`config.mk`:
```
export PLATFORM = sky130hd
export DESIGN_NAME = bbr_ctrl
export DESIGN_NICKNAME = d
export VERILOG_FILES = /design/src/rtl/bbr_pkg.sv /design/src/rtl/bbr_ctrl.sv
export SDC_FILE = /design/constraint.sdc
export NUM_CORES = 1
export LEC_CHECK = 0
export ABC_AREA = 1
export BUFFER_PORTS_ARGS = -buffer_cell sky130_fd_sc_hd__buf_2
export CORE_AREA = 8 8 45 47
export CTS_CLUSTER_DIAMETER = 80
export DETAILED_ROUTE_END_ITERATION = 8
export DIE_AREA = 0 0 53 55
export GPL_TIMING_DRIVEN = 0
export HOLD_SLACK_MARGIN = 0.03
export PLACE_DENSITY = 0.34
export SYNTH_ARGS = -nofsm -noshare
export SYNTH_HDL_FRONTEND = slang
export SYNTH_SLANG_ARGS = --single-unit
```
`constraint.sdc`:
```
create_clock -name i_clk -period 1.15 [get_ports i_clk]
set_input_delay 0.1725 -clock i_clk [delete_from_list [all_inputs] [get_ports i_clk]]
set_output_delay 0.1725 -clock i_clk [all_outputs]
set_load 0.05 [all_outputs]
```
`src/rtl/bbr_pkg.sv`:
```
// Shared types, constants and helpers for the bitstream bit reader.
// Used by bbr_ctrl, bbr_datapath and the bitstream_bit_reader top level.
package bbr_pkg;

    localparam int STORE_BYTES = 4096;
    localparam int ADDR_W      = $clog2(STORE_BYTES);
    localparam int LEN_W       = ADDR_W + 1;
    localparam int MAX_COUNT   = 24;

    typedef enum logic [2:0] {
        OP_RESTART = 3'd0,
        OP_LOAD    = 3'd1,
        OP_GET     = 3'd2,
        OP_SHOW    = 3'd3,
        OP_SKIP    = 3'd4,
        OP_BYTE    = 3'd5,
        OP_ALIGN   = 3'd6,
        OP_MORE    = 3'd7
    } t_op;

    typedef enum logic [1:0] {
        ST_IDLE = 2'd0,
        ST_READ = 2'd1,
        ST_STEP = 2'd2
    } t_state;

    typedef struct packed {
        logic [2:0] op;
        logic [7:0] data_byte;
        logic [4:0] bit_count;
    } t_in_beat;

    typedef struct packed {
        logic [23:0] value;
        logic [15:0] remaining_bits;
        logic        end_of_stream;
        logic        no_bits_error;
        logic        more_data;
        logic        store_full;
    } t_out_beat;

    typedef struct packed {
        logic load;
        logic fill;
        logic exec;
    } t_cmd;

    typedef struct packed {
        logic need_fill;
    } t_status;

    // Low n bits set, n in 0..63.
    function automatic logic [31:0] low_mask(input logic [5:0] n);
        logic [31:0] m;
        if (n >= 6'd32) begin
            m = 32'hffff_ffff;
        end else begin
            m = (32'd1 << n) - 32'd1;
        end
        return m;
    endfunction

endpackage

```
`src/rtl/bbr_ctrl.sv`:
```
// Sequencer of the bit reader: accept, memory read wait, refill steps, execute.
// Depends on bbr_pkg; drives commands into bbr_datapath.
module bbr_ctrl (
    input  logic            i_clk,
    input  logic            i_rst_n,
    input  logic            i_in_valid,
    output logic            o_in_stall,
    input  logic            i_out_stall,
    output logic            o_out_valid,
    input  bbr_pkg::t_status i_status,
    output bbr_pkg::t_cmd   o_cmd
);
    import bbr_pkg::*;

    t_state r_state, n_state;
    logic   r_out_valid, n_out_valid;
    logic   w_slot_free;

    assign w_slot_free = !r_out_valid || !i_out_stall;

    always_comb begin
        n_state = r_state;
        unique case (r_state)
            ST_IDLE: begin
                if (i_in_valid) n_state = ST_READ;
            end
            ST_READ: begin
                n_state = ST_STEP;
            end
            ST_STEP: begin
                if (i_status.need_fill) begin
                    n_state = ST_READ;
                end else if (w_slot_free) begin
                    n_state = ST_IDLE;
                end
            end
        endcase
    end

    always_comb begin
        o_cmd      = '0;
        o_in_stall = (r_state != ST_IDLE);
        unique case (r_state)
            ST_IDLE: begin
                o_cmd.load = i_in_valid;
            end
            ST_READ: begin
                o_cmd = '0;
            end
            ST_STEP: begin
                o_cmd.fill = i_status.need_fill;
                o_cmd.exec = !i_status.need_fill && w_slot_free;
            end
        endcase
    end

    always_comb begin
        n_out_valid = r_out_valid && i_out_stall;
        if (o_cmd.exec) n_out_valid = 1'b1;
    end

    always_ff @(posedge i_clk) begin
        if (!i_rst_n) begin
            r_state     <= ST_IDLE;
            r_out_valid <= 1'b0;
        end else begin
            r_state     <= n_state;
            r_out_valid <= n_out_valid;
        end
    end

    assign o_out_valid = r_out_valid;

`ifndef SYNTHESIS
    a_exec_slot: assert property (@(posedge i_clk) disable iff (!i_rst_n)
        o_cmd.exec |-> (!r_out_valid || !i_out_stall))
        else $error("result written over an unread beat");
    a_load_read: assert property (@(posedge i_clk) disable iff (!i_rst_n)
        o_cmd.load |=> (r_state == ST_READ))
        else $error("accepted beat did not start a memory read");
    a_fill_wait: assert property (@(posedge i_clk) disable iff (!i_rst_n)
        o_cmd.fill |=> (!o_cmd.fill && !o_cmd.exec))
        else $error("refill step not followed by a read wait");
`endif

endmodule

```
==> impl_metrics.ini, run 1 <==
[routing]
routedWlPerCell_um = 8.04
ant_nets = 0
drtIter0Drc = 3
drt_pre_antenna_iters = 2
via_per_inst = 3.09
wl_um = 434
drc = 0
num_vias = 167

[setup_path]
r2r_start = r_state[1]
critPathLaunch = r_state[1]
end_kind = primary output
required_ps = 980
worstSetupPathType = register to primary output
cp-start-kind = register
rrSetupSlack_ps = 110
reg2reg_depth = 6
worstPathArrival_ps = 1070
cp_max_fo = 5
r2r_end = r_state[0]

[clock_network]
numCtsBuffers = 3
cts_max_path_buffers = 2
clk_latency_ps = 230
cts_max_level = 1
clockRootBuffer = clkbuf_4
clkTransAtPathRegs_ps = 40
cts.sinks = 3
cts_tree = done

[power]
power_mw = 0.400
power_leakage_nw = 0.152
power_density_nw_per_um2 = 1280
irDropWorstVdd_mv = 0.531

[timing]
final-hold-violation-count = 0
rsz0062_at_grt = true
tns_ps = -88.6
setup_viol = 1
relSlewSlack_pct = 83.3
clock.fmax_mhz = 807
whs_ps = 194
min_period_ps = 1240
worst_pin_slew_ps = 252
setup_ws_ps = -88.6
fin_crit_sh_pct = 108
clock_skew_ps = 0.398
drv_slew = 0

[floorplan]
die_x_um = 53
row_count = 14
pin_count = 10
core_um2 = 1380
start_util_pct = 10.4
dieHeight_um = 55
die-area_um2 = 2920

[yosys]
synth-compound-area-share_pct = 10.4
synth_cells = 22
syn_nets = 27
syn_area_per_cell_um2 = 6.54
synth_seq_cells = 3
ys_warn_count = 0
syn-cell-area_um2 = 144
muxShareOfSynthArea_pct = 0
ys_seq_area_share_pct = 41.7
synth_top_family_by_area = simple AND/OR/NAND/NOR gates
synth_top_area_share_pct = 41.7
netlist_top_cells_area = dfxtp_1 (42%), nand2_1 (16%), a21oi_1 (10%)
synth_fa_ha_area_share_pct = 0
synthXorXnorAreaFrac_pct = 0
ys_types = 10
synthSimpleGateAreaFrac_pct = 37.4
synth_area_leader_cell = dfxtp_1

[grt]
grt_first_pass_wirelength_um = 690
grt_pass1_vias = 170
grt_max_degree = 6
grt_usage_pct = 3.93
antenna_found_initial = 0
grt-ovfl-total = 0

[min_path]
hold_depth = 3
whs_endpoint = r_state[1]
hold_path.class = primary input to register
hp-start = i_rst_n

[layout]
instances_no_fill = 54
n_antenna_cell = 0
syn2layout_area_growth_pct = 117
drive_gt1_share_pct = 65.8
nets = 44

[placed_design]
placedCellCount = 47
place_congestion = 0.662
dp_slack_ps = -2.38
portBuffers = 9
hpwlAfterDp_um = 342

[status]
outcome = complete, but fails checks
violations = setup timing

[job]
cap_violations = 0
==> flip-flops by register name, indices dropped and copies added (netlist names) <==
register and flops:
o_out_valid 1, r_state 2
==> worst max-delay path, stage by stage, from the launching register on <==
cell     delay, ps
dfxtp_2        340
inv_4           50
nor2_4          80
nand2_2         80
a21oi_4        110
buf_6          170
==> through the flow <==
| stage | instance area, um2 | utilization (%) |
|---|---|---|
| after floorplan | 163 | - |
| after global placement | 228 | 16.5 |
| after detailed placement | 228 | 16.5 |
| after CTS | 298 | 21.5 |
| after global routing | 313 | 22.6 |
| final | 313 | 22.6 |
==> cell families after synthesis <==
family	after synthesis
AOI/OAI and AO/OA	3
DFF	3
and+or+nand+nor	12
buffers and inverters	4
==> layout make-up <==
type	instances	area, um2
inverter	4	17.5
clock buffer	4	26.3
fill	152	1070
sequential	3	65.1
multi-input combinational	15	95.1
timing repair buffer	12	88.8
tap	16	20.0
==> Yosys cell counts <==
library cell and count:
nand2_1 6, a21oi_1 3, dfxtp_1 3, inv_1 2, inv_2 2, nor2_1 2
and3_1 1, nand2_2 1, nor2_2 1, nor3_1 1
==> cell usage in the layout (no fill, tap or decap) <==
cell type,n
buf_2,5
inv_1,2
clkbuf_1,1
inv_4,1
dfxtp_1,1
a21oi_4,1
nand2_1,5
nand2_2,2
buf_6,3
buf_4,3
clkbuf_4,4
nor2_2,1
and3_1,1
inv_2,1
nor3_2,1
nor2_1,1
a21oi_1,2
dfxtp_2,1
nor2_4,1
dfxtp_4,1
==> how the worst max path moves through the flow <==
stage               endpoint  slack [ps]  depth (start not counted)
global route        o_cmd[0]        -140                          5
detailed placement  o_cmd[0]          -2                          5
floorplan           o_cmd[1]         -80                          2
finish              o_cmd[0]         -90                          5
CTS                 o_cmd[0]        -110                          5
global placement    o_cmd[0]         -10                          5
==> repair_timing <==
item                       in CTS  in global routing
setup endpoints to repair       4                  4
resized for setup              10                  3
setup buffers                   2                  1
hold buffers                    0                  0
pin swaps                       1                  1
==> layer usage <==
metal / wire length [um] / up-vias / GRT usage [%]
met4: 0 / 0 / 2.59
met2: 92 / 12 / 2.34
met1: 241 / 55 / 4.25
met3: 100 / 0 / 6.95
li1: - / 100 / -
met5: 0 / - / 0
==> power breakdown <==
group	switching (mW)	leakage [nW]	internal [mW]
Sequential	0.00756	0.0256	0.110
Clock	0.0555	0.0150	0.130
Combinational	0.0613	0.111	0.0351
Note: power is estimated with default switching activity, not from simulation.
==> run 2: changes to the inputs <==
- BUFFER_PORTS_ARGS: -buffer_cell sky130_fd_sc_hd__buf_2 -> default
- DONT_BUFFER_PORTS: default -> 1
- PLACE_DENSITY: 0.34 -> 0.3
==> run 2 against run 1 <==
- the run still ends with setup timing left
- highest routed layer is now met4
- clock skew barely moved
- maximum frequency is 4.1% lower
- worst setup slack worse by 53 ps
- cell area shrank 17%
- critical path depth is 1 lower
- total power decreased by 5.4%
- utilization down 3.9 points
==> impl_metrics.ini, run 2 (same netlist as run 1, synthesis figures left out) <==
[layout]
syn2layout_area_growth_pct = 80.0
largest_reg_flops = 2
final_common_cell = nand2_1
regMostFlops = r_state
mostFrequentLayoutCells = nand2_1 (5), clkbuf_4 (3)
instances_no_fill = 44
stdcell_area_um2 = 259
n_antenna_cell = 0
drive_gt1_share_pct = 57.1
nets = 34
n_fill_cell = 162

[setup_path]
cp_num_buf_inv = 1
cp-start-kind = register
required_ps = 980
worstPathArrival_ps = 1120
cp_cell_sequence = inv_4, nor2_4, nand2_2, a21oi_4
worstSetupPathType = register to primary output
rrSetupSlack_ps = 170
slowest_stage = dfxtp_4
path_delay_family = flip-flops
crit_path_max_incr_delay_ps = 340
cp_max_fo = 5
end_kind = primary output

[floorplan]
die-area_um2 = 2920
row_count = 14
core_um2 = 1380
pin_count = 10
dieHeight_um = 55
die_x_um = 53
start_util_pct = 10.4

[placed_design]
portBuffers = 0
place_congestion = 0.599
placedCellCount = 38
hpwlAfterDp_um = 344
dpl_cell_area_um2 = 183

[timing]
relSlewSlack_pct = 63.5
drv_slew = 0
final-hold-violation-count = 0
whs_ps = 60.0
clock.fmax_mhz = 774
worst_pin_slew_ps = 546
min_period_ps = 1290
fin_crit_sh_pct = 112
setup_viol = 4
clock_skew_ps = 0.467
setup_ws_ps = -142
rsz0062_at_grt = true

[clock_network]
cts.sinks = 3
clockRootBuffer = clkbuf_4
cts_hold_buf = 0
cts_tree = done
clk_latency_ps = 230
cts_max_level = 1
clkTransAtPathRegs_ps = 40
cts_max_path_buffers = 2
numCtsBuffers = 3

[grt]
grt_pass1_vias = 172
antenna_found_initial = 0
grt-ovfl-total = 0
grt_max_degree = 6
grt_first_pass_wirelength_um = 621
grt_usage_pct = 3.61

[routing]
routedWlPerCell_um = 9.52
drc = 0
drtIter0Drc = 1
wl_um = 419
num_vias = 162
ant_nets = 0
drt_pre_antenna_iters = 2
via_per_inst = 3.68

[status]
outcome = complete, but fails checks
violations = setup timing

[power]
power_density_nw_per_um2 = 1460
power_leakage_nw = 0.109
irDropWorstVdd_mv = 0.278
power_mw = 0.378

[min_path]
hold_path.class = primary input to register

[job]
cap_violations = 0
-- run 2: cell types whose count changed in the layout (fill, tap and decap cells not counted), sizes merged --
cell / before / now
clkbuf: 5 / 4
buf: 11 / 2
-- run 2: final timing paths --
check                                 start  cells after the start           to
worst max-delay path             r_state[1]                      4     o_cmd[0]
worst min-delay path                i_rst_n                      2  o_out_valid
worst max register to register  o_out_valid                      4   r_state[1]
worst min register to register   r_state[0]                      2   r_state[1]
-- run 2: layout make-up --
type / instances / area, um2 / area share, %
Clock buffer: 4 / 26.3 / 10.1
Inverter: 4 / 17.5 / 6.76
Multi-Input combinational cell: 15 / 111 / 43.0
Sequential cell: 3 / 68.8 / 26.6
Tap cell: 16 / 20.0 / 7.73
Timing Repair Buffer: 2 / 15.0 / 5.80
-- run 2: layer usage --
layer,vias to the layer above,routed length (um),global-route usage (%)
li1,79,-,-
met2,7,238,5.66
met5,-,0,0
met4,0,23,6.47
met3,3,52,3.21
met1,73,105,1.52
-- run 2: power breakdown --
group | internal (mW) | switching [mW]
logic | 0.0177 | 0.0549
clock network | 0.130 | 0.0551
registers | 0.109 | 0.0113
total | 0.257 | 0.121
-- run 2: stage by stage --
step           util (%)  setup WS, ps  TNS [ps]
6_report           18.7          -142      -322
2_1_floorplan         -         -77.6     -77.6
4_1_cts            17.8          -162      -387
3_3_place_gp       13.2          -125      -197
3_5_place_dp       13.2          -132      -213
5_1_grt            18.7          -187      -464
-- run 2: timing repair --
action | in CTS | in global routing
gates resized for setup | 10 | 1
pin swaps | 2 | 1
endpoints found under the setup margin | 5 | 4
setup buffers | 1 | 1
